`src/sv/sbp_pkg.sv`:
```
// shared types and constants for the sextet bit packer
// no dependencies; imported by every module of the block
package sbp_pkg;

    localparam int OP_W     = 2;
    localparam int WORD_W   = 32;
    localparam int BYTE_W   = 8;
    localparam int SEXTET_W = 6;
    localparam int PEND_W   = SEXTET_W - 1;          // at most five bits wait
    localparam int CNT_W    = 3;                     // pending count, 0 to 5
    localparam int ACC_W    = PEND_W + WORD_W;       // pending bits plus a word
    localparam int TOT_W    = 6;                     // bit count up to ACC_W
    localparam int OUT_W    = 8;                     // sextet padded to a byte
    localparam int QDEPTH   = 2;
    localparam int QPTR_W   = 1;
    localparam int QCNT_W   = 2;

    localparam logic [OP_W-1:0] OP_BYTE  = 2'd0;
    localparam logic [OP_W-1:0] OP_WORD  = 2'd1;
    localparam logic [OP_W-1:0] OP_FLUSH = 2'd2;
    localparam logic [OP_W-1:0] OP_NONE  = 2'd3;

    // one classified item on its way from front to back
    typedef struct packed {
        logic              flush;
        logic              word;
        logic [WORD_W-1:0] data;   // byte items already masked to 8 bits
    } sbp_entry_t;

endpackage

```
`src/sv/sbp_front.sv`:
```
// front end: accepts input beats, decodes the operation and masks the data
// depends on sbp_pkg
module sbp_front (
    input  logic                      s_axis_tvalid,
    output logic                      s_axis_tready,
    input  logic [31:0]               s_axis_tdata,   // value
    input  logic [1:0]                s_axis_tuser,   // operation
    input  logic                      q_full,
    output logic                      q_push,
    output sbp_pkg::sbp_entry_t       q_entry
);
    import sbp_pkg::*;

    logic keep;

    always_comb
    begin
        keep          = 1'b0;
        q_entry.flush = 1'b0;
        q_entry.word  = 1'b0;
        q_entry.data  = s_axis_tdata;
        unique case (s_axis_tuser)
            OP_BYTE:
            begin
                keep         = 1'b1;
                q_entry.data = {{(WORD_W-BYTE_W){1'b0}}, s_axis_tdata[BYTE_W-1:0]};
            end
            OP_WORD:
            begin
                keep         = 1'b1;
                q_entry.word = 1'b1;
            end
            OP_FLUSH:
            begin
                keep          = 1'b1;
                q_entry.flush = 1'b1;
            end
            default:
            begin
                // unused code: beat is taken and dropped
                keep = 1'b0;
            end
        endcase
    end

    assign s_axis_tready = !q_full;
    assign q_push        = s_axis_tvalid && !q_full && keep;

endmodule

```
`src/sv/sbp_queue.sv`:
```
// two-entry queue of classified items between front and back
// depends on sbp_pkg
module sbp_queue (
    input  logic                      clk,
    input  logic                      rst_n,
    input  logic                      push,
    input  sbp_pkg::sbp_entry_t       push_entry,
    output logic                      full,
    input  logic                      pop,
    output logic                      head_valid,
    output sbp_pkg::sbp_entry_t       head_entry
);
    import sbp_pkg::*;

    sbp_entry_t          slot_reg [QDEPTH];
    logic [QPTR_W-1:0]   wr_ptr_reg, wr_ptr_next;
    logic [QPTR_W-1:0]   rd_ptr_reg, rd_ptr_next;
    logic [QCNT_W-1:0]   count_reg, count_next;

    assign full       = (count_reg == QCNT_W'(QDEPTH));
    assign head_valid = (count_reg != '0);
    assign head_entry = slot_reg[rd_ptr_reg];

    always_comb
    begin
        wr_ptr_next = push ? wr_ptr_reg + 1'b1 : wr_ptr_reg;
        rd_ptr_next = pop  ? rd_ptr_reg + 1'b1 : rd_ptr_reg;
        count_next  = count_reg + QCNT_W'(push) - QCNT_W'(pop);
    end

    always_ff @(posedge clk)
    begin
        if (push)
        begin
            slot_reg[wr_ptr_reg] <= push_entry;
        end
    end

    always_ff @(posedge clk or negedge rst_n)
    begin
        if (!rst_n)
        begin
            wr_ptr_reg <= '0;
            rd_ptr_reg <= '0;
            count_reg  <= '0;
        end
        else
        begin
            wr_ptr_reg <= wr_ptr_next;
            rd_ptr_reg <= rd_ptr_next;
            count_reg  <= count_next;
        end
    end

endmodule

```
`src/sv/sbp_back.sv`:
```
// back end: bit accumulator that emits one sextet per cycle, unless the output stalls, into an output register
// depends on sbp_pkg
module sbp_back (
    input  logic                      clk,
    input  logic                      rst_n,
    input  logic                      q_valid,
    input  sbp_pkg::sbp_entry_t       q_entry,
    output logic                      q_pop,
    output logic                      m_axis_tvalid,
    input  logic                      m_axis_tready,
    output logic [7:0]                m_axis_tdata,   // sextet, zero padded
    output logic                      m_axis_tlast
);
    import sbp_pkg::*;

    logic [ACC_W-1:0]    acc_reg, acc_next;
    logic [TOT_W-1:0]    total_reg, total_next;
    logic                flush_reg, flush_next;
    logic                out_valid_reg, out_valid_next;
    logic [SEXTET_W-1:0] out_data_reg, out_data_next;
    logic                out_last_reg, out_last_next;

    logic                busy;
    logic                emit_last;
    logic                slot_free;
    logic                emit_fire;
    logic                free_now;
    logic [ACC_W-1:0]    post_acc;
    logic [TOT_W-1:0]    post_total;
    logic [ACC_W-1:0]    rem_acc;
    logic [CNT_W-1:0]    rem_cnt;
    logic [ACC_W-1:0]    load_acc;
    logic [TOT_W-1:0]    load_total;

    always_comb
    begin
        busy       = flush_reg || (total_reg >= TOT_W'(SEXTET_W));
        emit_last  = flush_reg || (total_reg < TOT_W'(2 * SEXTET_W));
        slot_free  = !out_valid_reg || m_axis_tready;
        emit_fire  = busy && slot_free;
        free_now   = !busy || (emit_fire && emit_last);

        post_acc   = flush_reg ? '0 : (acc_reg >> SEXTET_W);
        post_total = flush_reg ? '0 : (total_reg - TOT_W'(SEXTET_W));

        // what is left over for the next item, always below one sextet
        rem_acc    = emit_fire ? post_acc : acc_reg;
        rem_cnt    = emit_fire ? post_total[CNT_W-1:0] : total_reg[CNT_W-1:0];

        load_acc   = ({{PEND_W{1'b0}}, q_entry.data} << rem_cnt)
                   | {{WORD_W{1'b0}}, rem_acc[PEND_W-1:0]};
        load_total = {{(TOT_W-CNT_W){1'b0}}, rem_cnt}
                   + (q_entry.word ? TOT_W'(WORD_W) : TOT_W'(BYTE_W));

        q_pop      = free_now && q_valid;

        acc_next   = acc_reg;
        total_next = total_reg;
        flush_next = flush_reg;
        if (emit_fire)
        begin
            acc_next   = post_acc;
            total_next = post_total;
            flush_next = 1'b0;
        end
        if (q_pop)
        begin
            if (q_entry.flush)
            begin
                // flush with nothing pending just clears
                acc_next   = rem_acc;
                total_next = {{(TOT_W-CNT_W){1'b0}}, rem_cnt};
                flush_next = (rem_cnt != '0);
            end
            else
            begin
                acc_next   = load_acc;
                total_next = load_total;
                flush_next = 1'b0;
            end
        end

        out_valid_next = out_valid_reg;
        out_data_next  = out_data_reg;
        out_last_next  = out_last_reg;
        if (emit_fire)
        begin
            out_valid_next = 1'b1;
            out_data_next  = acc_reg[SEXTET_W-1:0];
            out_last_next  = emit_last;
        end
        else if (m_axis_tready)
        begin
            out_valid_next = 1'b0;
        end
    end

    always_ff @(posedge clk)
    begin
        out_data_reg <= out_data_next;
        out_last_reg <= out_last_next;
    end

    always_ff @(posedge clk or negedge rst_n)
    begin
        if (!rst_n)
        begin
            acc_reg       <= '0;
            total_reg     <= '0;
            flush_reg     <= 1'b0;
            out_valid_reg <= 1'b0;
        end
        else
        begin
            acc_reg       <= acc_next;
            total_reg     <= total_next;
            flush_reg     <= flush_next;
            out_valid_reg <= out_valid_next;
        end
    end

    assign m_axis_tvalid = out_valid_reg;
    assign m_axis_tdata  = {{(OUT_W-SEXTET_W){1'b0}}, out_data_reg};
    assign m_axis_tlast  = out_last_reg;

endmodule

```
`src/sv/sextet_bit_packer.sv`:
```
// top level of the sextet bit packer: front decoder, item queue, bit accumulator
// depends on sbp_pkg, sbp_front, sbp_queue, sbp_back
//
// Packs bytes or 32-bit words into 6-bit sextets, least significant bits first.
// The operation travels in s_axis_tuser (0 byte, 1 word, 2 flush, 3 ignored) and
// the value in s_axis_tdata; a byte uses only bits 7:0. Each byte or word beat
// emits every sextet it completes, the final one of that item marked by
// m_axis_tlast; up to five leftover bits wait for the next item. A flush emits
// the partial sextet, upper bits zero, when bits are pending, and empties the
// state. Output sextets sit in bits 5:0 of m_axis_tdata with bits 7:6 zero.
// The accumulator emits one sextet per cycle while the output register can take
// it, so an item keeps the back end busy until it has emitted its sextets: a
// byte yields 1 or 2, a word 5 or 6, a flush 1, or none when nothing is pending.
// The next item is loaded in the same cycle as the previous item's last sextet,
// and a two-beat queue lets input beats keep arriving while the accumulator works
// or the output register is stalled. A registered output holds each sextet; an
// input beat passes the queue and the accumulator before its first sextet.
module sextet_bit_packer (
    input  logic        clk,
    input  logic        rst_n,
    input  logic        s_axis_tvalid,
    output logic        s_axis_tready,
    input  logic [31:0] s_axis_tdata,   // value[31:0]
    input  logic [1:0]  s_axis_tuser,   // operation[1:0]
    output logic        m_axis_tvalid,
    input  logic        m_axis_tready,
    output logic [7:0]  m_axis_tdata,   // sextet[5:0], zeros in [7:6]
    output logic        m_axis_tlast    // last sextet of the item
);
    import sbp_pkg::*;

    // front to queue
    logic       push;
    sbp_entry_t push_entry;
    logic       q_full;

    // queue to back
    logic       pop;
    logic       head_valid;
    sbp_entry_t head_entry;

    // decode and mask each input beat
    sbp_front u_front (
        .s_axis_tvalid (s_axis_tvalid),
        .s_axis_tready (s_axis_tready),
        .s_axis_tdata  (s_axis_tdata),
        .s_axis_tuser  (s_axis_tuser),
        .q_full        (q_full),
        .q_push        (push),
        .q_entry       (push_entry)
    );

    // decouples input acceptance from sextet emission
    sbp_queue u_queue (
        .clk        (clk),
        .rst_n      (rst_n),
        .push       (push),
        .push_entry (push_entry),
        .full       (q_full),
        .pop        (pop),
        .head_valid (head_valid),
        .head_entry (head_entry)
    );

    // pending bits, accumulator and output register
    sbp_back u_back (
        .clk           (clk),
        .rst_n         (rst_n),
        .q_valid       (head_valid),
        .q_entry       (head_entry),
        .q_pop         (pop),
        .m_axis_tvalid (m_axis_tvalid),
        .m_axis_tready (m_axis_tready),
        .m_axis_tdata  (m_axis_tdata),
        .m_axis_tlast  (m_axis_tlast)
    );

endmodule

```
`config.mk`:
```
export PLATFORM = sky130hd
export DESIGN_NAME = sextet_bit_packer
export DESIGN_NICKNAME = d
export VERILOG_FILES = /design/src/sv/sbp_pkg.sv /design/src/sv/sbp_front.sv /design/src/sv/sbp_queue.sv /design/src/sv/sbp_back.sv /design/src/sv/sextet_bit_packer.sv
export SDC_FILE = /design/constraint.sdc
export NUM_CORES = 1
export LEC_CHECK = 0
export ABC_CLOCK_PERIOD_IN_PS = 3000
export BUFFER_PORTS_ARGS = -buffer_cell sky130_fd_sc_hd__buf_2
export CORE_AREA = 2 2 96 116
export DETAILED_ROUTE_END_ITERATION = 10
export DIE_AREA = 0 0 98 118
export PLACE_DENSITY_LB_ADDON = 0.25
export SLEW_MARGIN = 20
export SYNTH_ARGS = -nofsm -noshare
export SYNTH_HDL_FRONTEND = slang
export SYNTH_SLANG_ARGS = --single-unit
```
`constraint.sdc`:
```
create_clock -name clk -period 3 [get_ports clk]
set_input_delay 0.15 -clock clk [delete_from_list [all_inputs] [get_ports clk]]
set_output_delay 0.15 -clock clk [all_outputs]
set_load 0.005 [all_outputs]
```
Yosys cells after proc, flatten, opt, wreduce, memory -nomap -nowiden
Memory sizes are Yosys's and may differ from the RTL's.
Index checks and enable logic that the tools add are counted.
- memory bits (writable): 68
- register bits: 56
- output and inout port bits: 11
- memories: 1
- memories (name ; depth ; bits a word ; rd ports ; clocked after memory_dff ; wr ports ; line ; RTL):
    u_queue.slot_reg ; 2 ; 34 ; 1 ; 0 ; 1 ; sbp_queue.sv:15 ; sbp_entry_t slot_reg [QDEPTH];
- shifts and indexed selects: 1
- $lt $le $gt $ge: 2
- eq/ne operators: 3
- bitwise operators: 1
- add/subtract/negate cells: 6
- reduce and logical (&&, ||, !) cells: 18
- multiplexer cells: 21
- operators by type and width (operator ; count):
    two-way mux 37 bit ; 3
    bitwise OR 37 x 5 -> 37 bit ; 1
    left shift 32 x 3 -> 37 bit ; 1
    two-way mux 32 bit ; 1
    two-way mux 31 bit ; 1
    two-way mux 6 bit ; 5
    two-way mux 1 bit ; 10
    adder 3 x 6 -> 6 bit ; 1
    greater-or-equal comparator 6 x 3 -> 1 bit (second input constant) ; 1
    < comparator 6 x 4 -> 1 bit (second input constant) ; 1
    nonzero test 2 bit ; 3
    subtractor 6 x 3 -> 6 bit (second input constant) ; 1
    logical AND 1 bit ; 5
    equality test 2 bit (second input constant) ; 2
    logical OR 1 bit ; 4
    zero test 1 bit ; 3
    two-way mux 3 bit ; 1
    nonzero test 3 bit ; 1
    OR reduction 3 bit ; 1
    adder 1 bit (second input constant) ; 2
    adder 2 x 1 -> 2 bit ; 1
    equality test 2 x 1 -> 1 bit (second input constant) ; 1
    zero test 2 bit ; 1
    subtractor 2 x 1 -> 2 bit ; 1

Logic depth before layout (Yosys ltp)
Gate-level depths: netlist of run 1.
- depth in word-level cells: 8
- mapped depth: 9

Cells and area by module
Synthesis of run 1 repeated with hierarchy kept, for this count alone.
- cells, all modules: 595
- area, all modules: 7098.1 sq um
- modules (own cells, without submodules) (module ; cells an instance ; area an instance (sq um) ; instances ; sequential area each (sq um)):
    sbp_back ; 434 ; 3938.8 ; 1 ; 1336.3
    sbp_queue ; 121 ; 2803.9 ; 1 ; 2142.1
    sbp_front ; 40 ; 355.3 ; 1 ; 0.0

Worst setup path after synthesis of run 1
OpenSTA, ideal clock, no wires.
- path kind: reg2reg
- start: register u_back.total_reg[1]
- end: register u_back.acc_reg[10]
- clock period less this slack: 2.555 ns
- stages on the path, launching flop included: 9
- data arrival time: 2.451 ns
- path buffers: 2
- setup slack: 0.445 ns
- cells stage by stage: dfrtp_1 > a211o_1 > o41ai_4 > buf_4 > mux2i_2 > clkinv_2 > buf_6 > mux2i_1 > a221oi_1
- cells in the longest elaborated chain, start to end: 8
- elaborated cells between the ends (all ways): 17
- classes of those cells: add/sub: 1; order compare: 2; shift: 1; mux: 5; bitwise: 1; reduce/logical: 7
- ends and longest elaborated chain (element ; line ; RTL):
    from (decl) ; sbp_back.sv:17 ; logic [TOT_W-1:0] total_reg, total_next;
    from (signal assigned) ; sbp_back.sv:116 ; total_reg <= total_next;
    greater-or-equal comparator 6 x 3 -> 1 bit ; sbp_back.sv:37 ; busy = flush_reg || (total_reg >= TOT_W'(SEXTET_W));
    logical OR 1 bit ; sbp_back.sv:37 ;
    logical AND 1 bit ; sbp_back.sv:40 ; emit_fire = busy && slot_free;
    two-way mux 3 bit ; sbp_back.sv:48 ; rem_cnt = emit_fire ? post_total[CNT_W-1:0] : total_reg[CNT_W-1:0];
    left shift 32 x 3 -> 37 bit ; sbp_back.sv:50 ; load_acc = ({{PEND_W{1'b0}}, q_entry.data} << rem_cnt)
    bitwise OR 37 x 5 -> 37 bit ; sbp_back.sv:51 ; | {{WORD_W{1'b0}}, rem_acc[PEND_W-1:0]};
    two-way mux 37 bit ; sbp_back.sv:68 ; if (q_entry.flush)
    two-way mux 37 bit * ; sbp_back.sv:66 ; if (q_pop)
    via u_back.acc_next[10] ; sbp_back.sv:16 ; logic [ACC_W-1:0] acc_reg, acc_next;
    to (signal assigned) ; sbp_back.sv:115 ; acc_reg <= acc_next;
    to (decl) ; sbp_back.sv:16 ;
Mark *: on every way through the listed nets, which the timed path passes. The rest lies on a longest branch.
A chain may end at the register's enable or synchronous reset.

Final worst setup path of run 1
- start: register u_back.total_reg[1]
- end: register u_back.acc_reg[18]
Same word-level chain as after synthesis.

==> run_results.csv, run 1 <==
group,metric,value,unit
clock_network,htreeDepth,4,
clock_network,max-clock-path-buffers,2,
setup_path,cp-end-kind,"register",
job,maxCapViolCount,0,
timing,min_period,2620,ps
clock_network,cts-resized-gates,0,
timing,maxSlewViolCount,0,
detailed_routing,vias,4093,
clock_network,root_buffer,"clkbuf_16",
clock_network,cts.sinks,124,
clock_network,cts_buffers,17,
timing,final-setup-viol-count,0,
setup_path,cp.required,3250,ps
synth,ys.warnings.count,0,
clock_network,postCtsSetupRepairBufs,0,
floorplanning,fp-row-count,41,
setup_path,crit_path_top_delay_cell,"or4_1",
synth,ys_seq_area_share,56.7,%
detailed_routing,first_iter_violations,400,
setup_path,critPathBufInv,0,
synth,ys_async_sr_fraction,39.5,%
power_and_ir_drop,powerDensity,1100,mW/mm²
setup_path,max_stage_delay,580,ps
timing,tightest_slew,652,ps
synth,syn_avg_cell_area,14.1,µm²
detailed_routing,antenna_left,0,
setup_path,worstSetupPathType,"register to register",
floorplanning,start_util,58.9,%
cells_and_area,layout_common_cells,"edfxtp_1 (75), dfrtp_1 (48), buf_2 (45)",
cells_and_area,largest_reg_flops,68,
synth,synth.cell_area,0.00613,mm²
setup_path,start_kind,"register",
floorplanning,core-area,0.0104,mm²
timing,finalClockSkew,9.13,ps
detailed_routing,drc,0,
cells_and_area,final_nets,529,
synth,synth.distinct_cells,47,
detailed_routing,wire_per_inst,20.2,µm
detailed_routing,drtPass1Iterations,5,
clock_network,clkSlewWorstSetupHoldPaths,60,ps
placement,numPortBuffers,46,
placement,place_inst,590,
cells_and_area,diodes,0,
floorplanning,ios,49,
clock_network,clk_latency,410,ps
synth,ys_seq_elements,124,
worst_hold_path,min_path_type,"input port to register",
synth,synth_edf_count,75,
setup_path,cp_top_family,"simple AND/OR/NAND/NOR gates",
cells_and_area,drive_above_1_share,27.1,%
global_routing,grt_use_total,23.3,%
setup_path,cp_cell_sequence,"a211o_1 -> or4_1 -> a21oi_2 -> nand2b_1 -> nor2_4 -> a221oi_1",
cells_and_area,final_cell_area,0.00710,mm²
placement,hpwlAfterDp,8320,µm
global_routing,grt_overflow,0,
placement,routabilityCongestion,0.839,
run_status,status,"finished, final reports clean",
timing,hold_viol,0,
global_routing,grt_max_degree,50,
power_and_ir_drop,ir_worst_vdd,0.000522,V
timing,rsz0062_at_grt,"false",
power_and_ir_drop,p_leak,2.67,nW
clock_network,cts_tree,"yes",
detailed_routing,wl,12800,µm
global_routing,grt_pass1_wl,21200,µm
cells_and_area,final_common_cell,"edfxtp_1",
cells_and_area,areaGrowthSynthToFinish,15.9,%
setup_path,crit_path_max_fanout,25,
timing,clock.fmax,382,MHz
placement,dpl_cell_area,0.00648,mm²
floorplanning,die_y,118,µm
synth,postSynthCellCount,434,
global_routing,antenna_found_initial,0,
global_routing,grt_pass1_vias,4186,
floorplanning,die_area,0.0116,mm²
floorplanning,dieWidth,98,µm
timing,finalCritPeriodShare,87.3,%
timing,slew_headroom,56.5,%
setup_path,arrival,2860,ps
synth,synth_ff_type,"edfxtp_1",
detailed_routing,via_per_inst,6.49,
timing,final.setup.tns,0,ps
cells_and_area,fillers,719,
cells_and_area,final_cells,631,
power by group:
part           internal [mW]  switching (mW)
clock network           1.05           0.756
logic                   1.45            1.84
registers               2.40           0.285
path summary, 6_finish.rpt:
kind,cells past startpoint,startpoint,endpoint,slack [ps]
max in group asynchronous,2,rst_n,u_queue.rd_ptr_reg,2230
min in group asynchronous,2,rst_n,u_queue.wr_ptr_reg,310
max reg2reg,6,u_back.total_reg[1],u_back.acc_reg[18],380
max,6,u_back.total_reg[1],u_back.acc_reg[18],380
min,2,s_axis_tuser[1],u_queue.slot_reg[1][32],70
min reg2reg,0,u_back.acc_reg[0],u_back.out_data_reg[0],450
final cells by class:
| type | instances | area (µm²) | share of cell area (%) |
|---|---|---|---|
| clock buffers | 18 | 429 | 6.04 |
| clock inverters | 14 | 98.8 | 1.39 |
| inverters | 6 | 23.8 | 0.335 |
| multi-input cells | 269 | 2450 | 34.6 |
| flip-flops and latches | 124 | 3480 | 49.0 |
| well taps | 129 | 161 | 2.27 |
| repair buffers | 71 | 455 | 6.41 |
routing by layer:
| metal | vias up | wire (µm) | global-route usage (%) |
|---|---|---|---|
| met5 | - | 0 | 0 |
| met4 | 0 | 239 | 9.11 |
| met3 | 25 | 670 | 5.23 |
| met2 | 192 | 6590 | 38.1 |
| met1 | 2041 | 5270 | 30.5 |
| li1 | 1835 | - | - |
repair_timing:
item / in CTS / in global routing
endpoints found under the hold margin: 28 / 0
setup endpoints to repair: 0 / 0
hold buffers: 9 / 0
cells by family after synthesis:
logic type,Yosys count,synth area share [%]
compound gates,90,11.1
xor+xnor,3,0.429
fa+ha+maj,2,0.408
buf+inv,42,3.43
flops,124,56.7
mux,68,17.5
other cells,1,0.0612
simple gates,104,10.3
cell usage after synthesis (all sizes together) (2+ instances only):
library cell / n / area share, %
edfxtp: 75 / 37
dfrtp: 49 / 20
mux2i: 36 / 5.9
mux4: 31 / 11
nor3b: 31 / 3.8
nor2b: 29 / 3.0
a211oi: 27 / 3.4
a221oi: 25 / 3.6
buf: 18 / 1.9
clkbuf: 18 / 1.1
a21oi: 16 / 1.4
nor2: 12 / 0.86
nand2: 10 / 0.61
nand3: 9 / 0.73
o21ai: 8 / 0.65
inv: 4 / 0.24
nand2b: 3 / 0.31
or2: 3 / 0.31
a31oi: 2 / 0.20
and2: 2 / 0.20
clkinv: 2 / 0.14
ha: 2 / 0.41
nor3: 2 / 0.16
o211ai: 2 / 0.24
o221ai: 2 / 0.29
o31a: 2 / 0.29
xnor2: 2 / 0.29
metrics by stage:
stage | hold slack [ps] | setup WS, ps | utilization (%) | total power [mW]
global route | 72.4 | 235 | 68.2 | 8.23
finish | 72.6 | 382 | 68.2 | 7.78
detailed placement | 343 | 445 | 62.2 | 5.94
floorplan | -146 | 445 | - | 5.15
CTS | 62.6 | 408 | 68.2 | 7.77
global placement | 339 | 535 | 62.2 | 5.85
No activity file was read; power rests on OpenSTA's default activity.
==> run 2, diff against run 1 <==
--- a/config.mk
+++ b/config.mk
@@ -7,10 +7,11 @@
 export LEC_CHECK = 0
 export ABC_CLOCK_PERIOD_IN_PS = 3000
 export BUFFER_PORTS_ARGS = -buffer_cell sky130_fd_sc_hd__buf_2
+export CAP_MARGIN = 20
 export CORE_AREA = 2 2 96 116
 export DETAILED_ROUTE_END_ITERATION = 10
 export DIE_AREA = 0 0 98 118
-export PLACE_DENSITY_LB_ADDON = 0.25
+export PLACE_DENSITY = 0.86
 export SLEW_MARGIN = 20
 export SYNTH_ARGS = -nofsm -noshare
 export SYNTH_HDL_FRONTEND = slang
==> run_results.csv, run 2 (synthesis results as in run 1) <==
group,metric,value,unit
run_status,status,"finished, final reports clean",
global_routing,antenna_found_initial,0,
worst_hold_path,min_path_type,"input port to register",
cells_and_area,areaGrowthSynthToFinish,16.0,%
timing,rsz0062_at_grt,"false",
placement,dpl_cell_area,0.00647,mm²
timing,finalClockSkew,7.52,ps
clock_network,clk_latency,410,ps
floorplanning,core-area,0.0104,mm²
timing,tightest_slew,670,ps
placement,post-place-ws,328,ps
timing,final.setup.tns,0,ps
clock_network,cts-resized-gates,0,
power_and_ir_drop,ir_worst_vdd,0.000692,V
clock_network,htreeDepth,4,
job,maxCapViolCount,0,
floorplanning,start_util,58.9,%
setup_path,cp.required,3250,ps
timing,finalCritPeriodShare,93.7,%
detailed_routing,vias,4101,
clock_network,max-clock-path-buffers,2,
cells_and_area,final_cell_area,0.00711,mm²
timing,slew_headroom,55.3,%
detailed_routing,wl_met2,6710,µm
detailed_routing,top_layer_used,"met4",
detailed_routing,wire_per_inst,20.4,µm
timing,final-setup-viol-count,0,
floorplanning,die_area,0.0116,mm²
power_and_ir_drop,p_leak,2.67,nW
timing,setup_ws,189,ps
power_and_ir_drop,powerDensity,1110,mW/mm²
global_routing,grt_max_degree,73,
detailed_routing,antenna_left,0,
timing,maxSlewViolCount,0,
clock_network,root_buffer,"clkbuf_16",
cells_and_area,diodes,0,
detailed_routing,drc,0,
detailed_routing,wl,12900,µm
floorplanning,die_y,118,µm
setup_path,crit_path_max_fanout,25,
setup_path,worstSetupPathType,"register to register",
detailed_routing,first_iter_violations,391,
global_routing,grt_overflow,0,
cells_and_area,final_cells,630,
clock_network,cts_buffers,17,
floorplanning,fp-row-count,41,
cells_and_area,final_common_cell,"edfxtp_1",
placement,hpwlAfterDp,7950,µm
cells_and_area,layout_common_cells,"edfxtp_1 (75), dfrtp_1 (48), buf_2 (45)",
detailed_routing,drtPass1Iterations,5,
cells_and_area,drive_above_1_share,26.9,%
clock_network,ctsHoldBuffers,9,
placement,numPortBuffers,46,
detailed_routing,wl_met3,608,µm
global_routing,grt_pass1_wl,21400,µm
clock_network,postCtsSetupRepairBufs,0,
setup_path,cp-end-kind,"register",
timing,clock.fmax,356,MHz
placement,place_inst,589,
placement,routabilityCongestion,0.891,
clock_network,clkSlewWorstSetupHoldPaths,60,ps
clock_network,cts_tree,"yes",
detailed_routing,via_per_inst,6.51,
clock_network,cts.sinks,124,
timing,min_period,2810,ps
floorplanning,ios,49,
global_routing,grt_pass1_vias,4136,
global_routing,grt_use_total,23.8,%
cells_and_area,final_nets,528,
timing,hold_viol,0,
setup_path,arrival,3060,ps
floorplanning,dieWidth,98,µm
cells_and_area,largest_reg_flops,68,
setup_path,start_kind,"register",
detailed_routing,routedLengthMet1,5220,µm
run 2: cell count changes in the layout (fill, tap and decap cells not counted), sizes merged:
cell      change
buf           -1
bufinv        +1
clkinv        -2
clkinvlp      +1
run 2: worst max-delay path: stages, from the launching register on:
cell and delay [ps]:
dfrtp_1 440, a211o_1 380, or4_1 570, a21oi_2 210, nand2b_1 260, nor2_4 590
a221oi_1 190
run 2: layer usage:
metal / vias to the layer above / global-route usage, %
met5: - / 0
met4: 0 / 10.1
met3: 33 / 4.93
met2: 169 / 39.3
met1: 2057 / 30.6
li1: 1842 / -
run 2: area by class of cell:
cell class	instances	area, µm²
tap	129	161
clock buffer	18	429
inverter	6	23.8
fill	674	3300
sequential	124	3480
timing repair buffer	70	448
clock inverter	14	123
multi-input combinational	269	2450
run 2: stage by stage:
stage	hold slack (ps)	total power [mW]	util, %
global route	72.6	8.31	68.3
detailed placement	345	5.88	62.1
floorplan	-146	5.15	-
finish	67.4	7.89	68.3
global placement	338	5.77	62.1
CTS	50.7	7.85	68.3
run 2: path summary, 6_finish.rpt:
kind	from	to	slack [ps]	cells past startpoint
setup reg to reg	u_back.total_reg[1]	u_back.acc_reg[14]	190	6
setup / recovery	u_back.total_reg[1]	u_back.acc_reg[14]	190	6
max in group asynchronous	rst_n	u_queue.rd_ptr_reg	2220	2
hold / removal	s_axis_tuser[0]	u_queue.slot_reg[1][33]	70	2
hold reg to reg	u_back.acc_reg[1]	u_back.out_data_reg[1]	450	0
min in group asynchronous	rst_n	u_queue.wr_ptr_reg	330	2
run 2: power by group:
group | leakage [nW] | internal, mW | switching (mW)
clock network | 0.258 | 1.14 | 0.756
logic | 1.10 | 1.43 | 1.86
registers | 1.32 | 2.41 | 0.297
total | 2.67 | 4.97 | 2.92
==> run 3, diff against run 2 <==
--- a/config.mk
+++ b/config.mk
@@ -6,12 +6,12 @@
 export NUM_CORES = 1
 export LEC_CHECK = 0
 export ABC_CLOCK_PERIOD_IN_PS = 3000
-export BUFFER_PORTS_ARGS = -buffer_cell sky130_fd_sc_hd__buf_2
 export CAP_MARGIN = 20
-export CORE_AREA = 2 2 96 116
+export CORE_AREA = 2 2 93 113
 export DETAILED_ROUTE_END_ITERATION = 10
-export DIE_AREA = 0 0 98 118
-export PLACE_DENSITY = 0.86
+export DIE_AREA = 0 0 95 115
+export DONT_BUFFER_PORTS = 1
+export PLACE_DENSITY = 0.78
 export SLEW_MARGIN = 20
 export SYNTH_ARGS = -nofsm -noshare
 export SYNTH_HDL_FRONTEND = slang
==> run_results.csv, run 3 (synthesis results as in run 1) <==
group,metric,value,unit
detailed_routing,vias,3937,
timing,hold_viol,0,
power_and_ir_drop,switching_share,36.8,%
setup_path,crit_path_max_fanout,72,
power_and_ir_drop,p_clk_share,24.1,%
placement,post-place-ws,314,ps
timing,maxSlewViolCount,0,
global_routing,grt_overflow,0,
worst_hold_path,worstHoldPathCells,1,
power_and_ir_drop,powerDensity,1110,mW/mm²
floorplanning,die_y,115,µm
detailed_routing,wl,12700,µm
setup_path,worstSetupPathType,"register to register",
clock_network,root_buffer,"clkbuf_16",
setup_path,start_kind,"register",
cells_and_area,largest_reg_flops,68,
worst_hold_path,min_path_type,"input port to register",
setup_path,cp_cell_sequence,"a211o_1 -> o41ai_4 -> buf_4 -> inv_1 -> o31a_1",
clock_network,postCtsSetupRepairBufs,0,
timing,final.setup.tns,0,ps
cells_and_area,fillers,632,
detailed_routing,first_iter_violations,390,
clock_network,cts.sinks,124,
timing,setup_ws,254,ps
timing,clock.fmax,364,MHz
run_status,status,"finished, final reports clean",
timing,slew_headroom,54.3,%
setup_path,cp_top_family,"compound AO/OA/AOI/OAI gates",
power_and_ir_drop,p_leak,2.56,nW
cells_and_area,layout_common_cells,"edfxtp_1 (75), dfrtp_1 (48), mux2i_1 (35)",
setup_path,rr_worst_depth,5,
cells_and_area,areaGrowthSynthToFinish,15.0,%
placement,place_inst,539,
setup_path,critPathBufInv,2,
timing,tightest_slew,685,ps
setup_path,max_stage_delay,630,ps
detailed_routing,antenna_left,0,
setup_path,crit_path_top_delay_cell,"buf_4",
power_and_ir_drop,p_sw,2.88,mW
cells_and_area,final_cells,595,
floorplanning,fp-row-count,40,
power_and_ir_drop,internal-power,4.93,mW
cells_and_area,drive_above_1_share,19.2,%
global_routing,grt_pass1_wl,21300,µm
clock_network,htreeDepth,4,
cells_and_area,final_common_cell,"edfxtp_1",
global_routing,grt_max_degree,73,
global_routing,grt_use_total,25.8,%
floorplanning,ios,49,
placement,numPortBuffers,0,
timing,final-setup-viol-count,0,
setup_path,cp.required,3300,ps
power_and_ir_drop,ir_worst_vdd,0.000614,V
clock_network,max-clock-path-buffers,2,
detailed_routing,drtPass1Iterations,7,
setup_path,cp-end-kind,"register",
detailed_routing,wire_per_inst,21.3,µm
power_and_ir_drop,p_total,7.81,mW
cells_and_area,final_nets,496,
power_and_ir_drop,pwr-share-comb,41.1,%
setup_path,arrival,3040,ps
placement,hpwlAfterDp,7890,µm
power_and_ir_drop,p_seq_share,34.8,%
detailed_routing,drc,0,
global_routing,antenna_found_initial,0,
cells_and_area,diodes,0,
placement,routabilityCongestion,0.858,
clock_network,clk_latency,420,ps
timing,rsz0062_at_grt,"false",
cells_and_area,fin_util,71.5,%
job,maxCapViolCount,0,
clock_network,cts_tree,"yes",
timing,min_period,2750,ps
setup_path,path_depth,5,
floorplanning,core-area,0.00986,mm²
floorplanning,dieWidth,95,µm
timing,finalClockSkew,7.16,ps
floorplanning,die_area,0.0109,mm²
detailed_routing,via_per_inst,6.62,
timing,finalCritPeriodShare,91.5,%
global_routing,grt_pass1_vias,4181,
clock_network,clkSlewWorstSetupHoldPaths,60,ps
floorplanning,start_util,62.2,%
clock_network,cts_buffers,17,
## run 3: cell count changes in the layout (fill, tap and decap cells not counted)
cell / before / now
buf_12: 1 / 2
buf_16: 0 / 1
buf_2: 45 / 0
buf_4: 15 / 12
clkbuf_1: 1 / 0
clkinv_2: 5 / 6
clkinvlp_4: 5 / 6
dlygate4sd3_1: 9 / 23
inv_6: 2 / 1
## run 3: timing repair
| action | 4_1_cts | 5_1_grt |
|---|---|---|
| resized for setup | 0 | 0 |
| hold endpoints to repair | 90 | 0 |
| hold buffers | 24 | 0 |
| setup endpoints to repair | 0 | 0 |
## run 3: worst paths after layout
kind,from,endpoint,slack [ps]
worst max register to register,u_back.total_reg[1],u_back.total_reg[5],250
min in group asynchronous,rst_n,u_queue.count_reg[1],250
worst min register to register,u_back.acc_reg[1],u_back.out_data_reg[1],460
worst max-delay path,u_back.total_reg[1],u_back.total_reg[5],250
max in group asynchronous,rst_n,u_back.acc_reg[8],2520
worst min-delay path,s_axis_tdata[26],u_queue.slot_reg[0][26],9
## run 3: layer usage
metal	routed length [µm]	track usage (%)	up-vias
li1	-	-	1769
met1	5350	34.1	1992
met2	6420	41.0	148
met3	628	6.88	28
met4	299	10.7	0
met5	0	0	-
## run 3: power by group through the flow
stage	combinational (mW)	sequential (mW)	clock, mW
after floorplan	2.53	2.61	0
after global placement	3.02	2.70	0
after detailed placement	3.10	2.73	0
after CTS	3.18	2.71	1.90
after global routing	3.52	2.79	1.98
final	3.21	2.72	1.88
## run 3: worst register-to-register path: stages (launching register included)
cell	delay, ps
dfrtp_1	440
a211o_1	390
o41ai_4	430
buf_4	630
inv_1	390
o31a_1	360
## run 3: layout make-up
type	instances	area, µm²	share of cell area, %
clock buffer	17	425	6.04
clock inverter	15	126	1.79
inverter	6	23.8	0.337
multi-input combinational	269	2450	34.7
sequential	124	3480	49.4
tap	126	158	2.24
timing repair buffer	38	388	5.50
## run 3: through the flow
step | hold slack [ps] | instance area [µm²]
floorplan | -146 | 6130
finish | 9.35 | 7050
global placement | -144 | 6240
CTS | 4.64 | 7050
global route | 18.7 | 7050
detailed placement | -144 | 6240
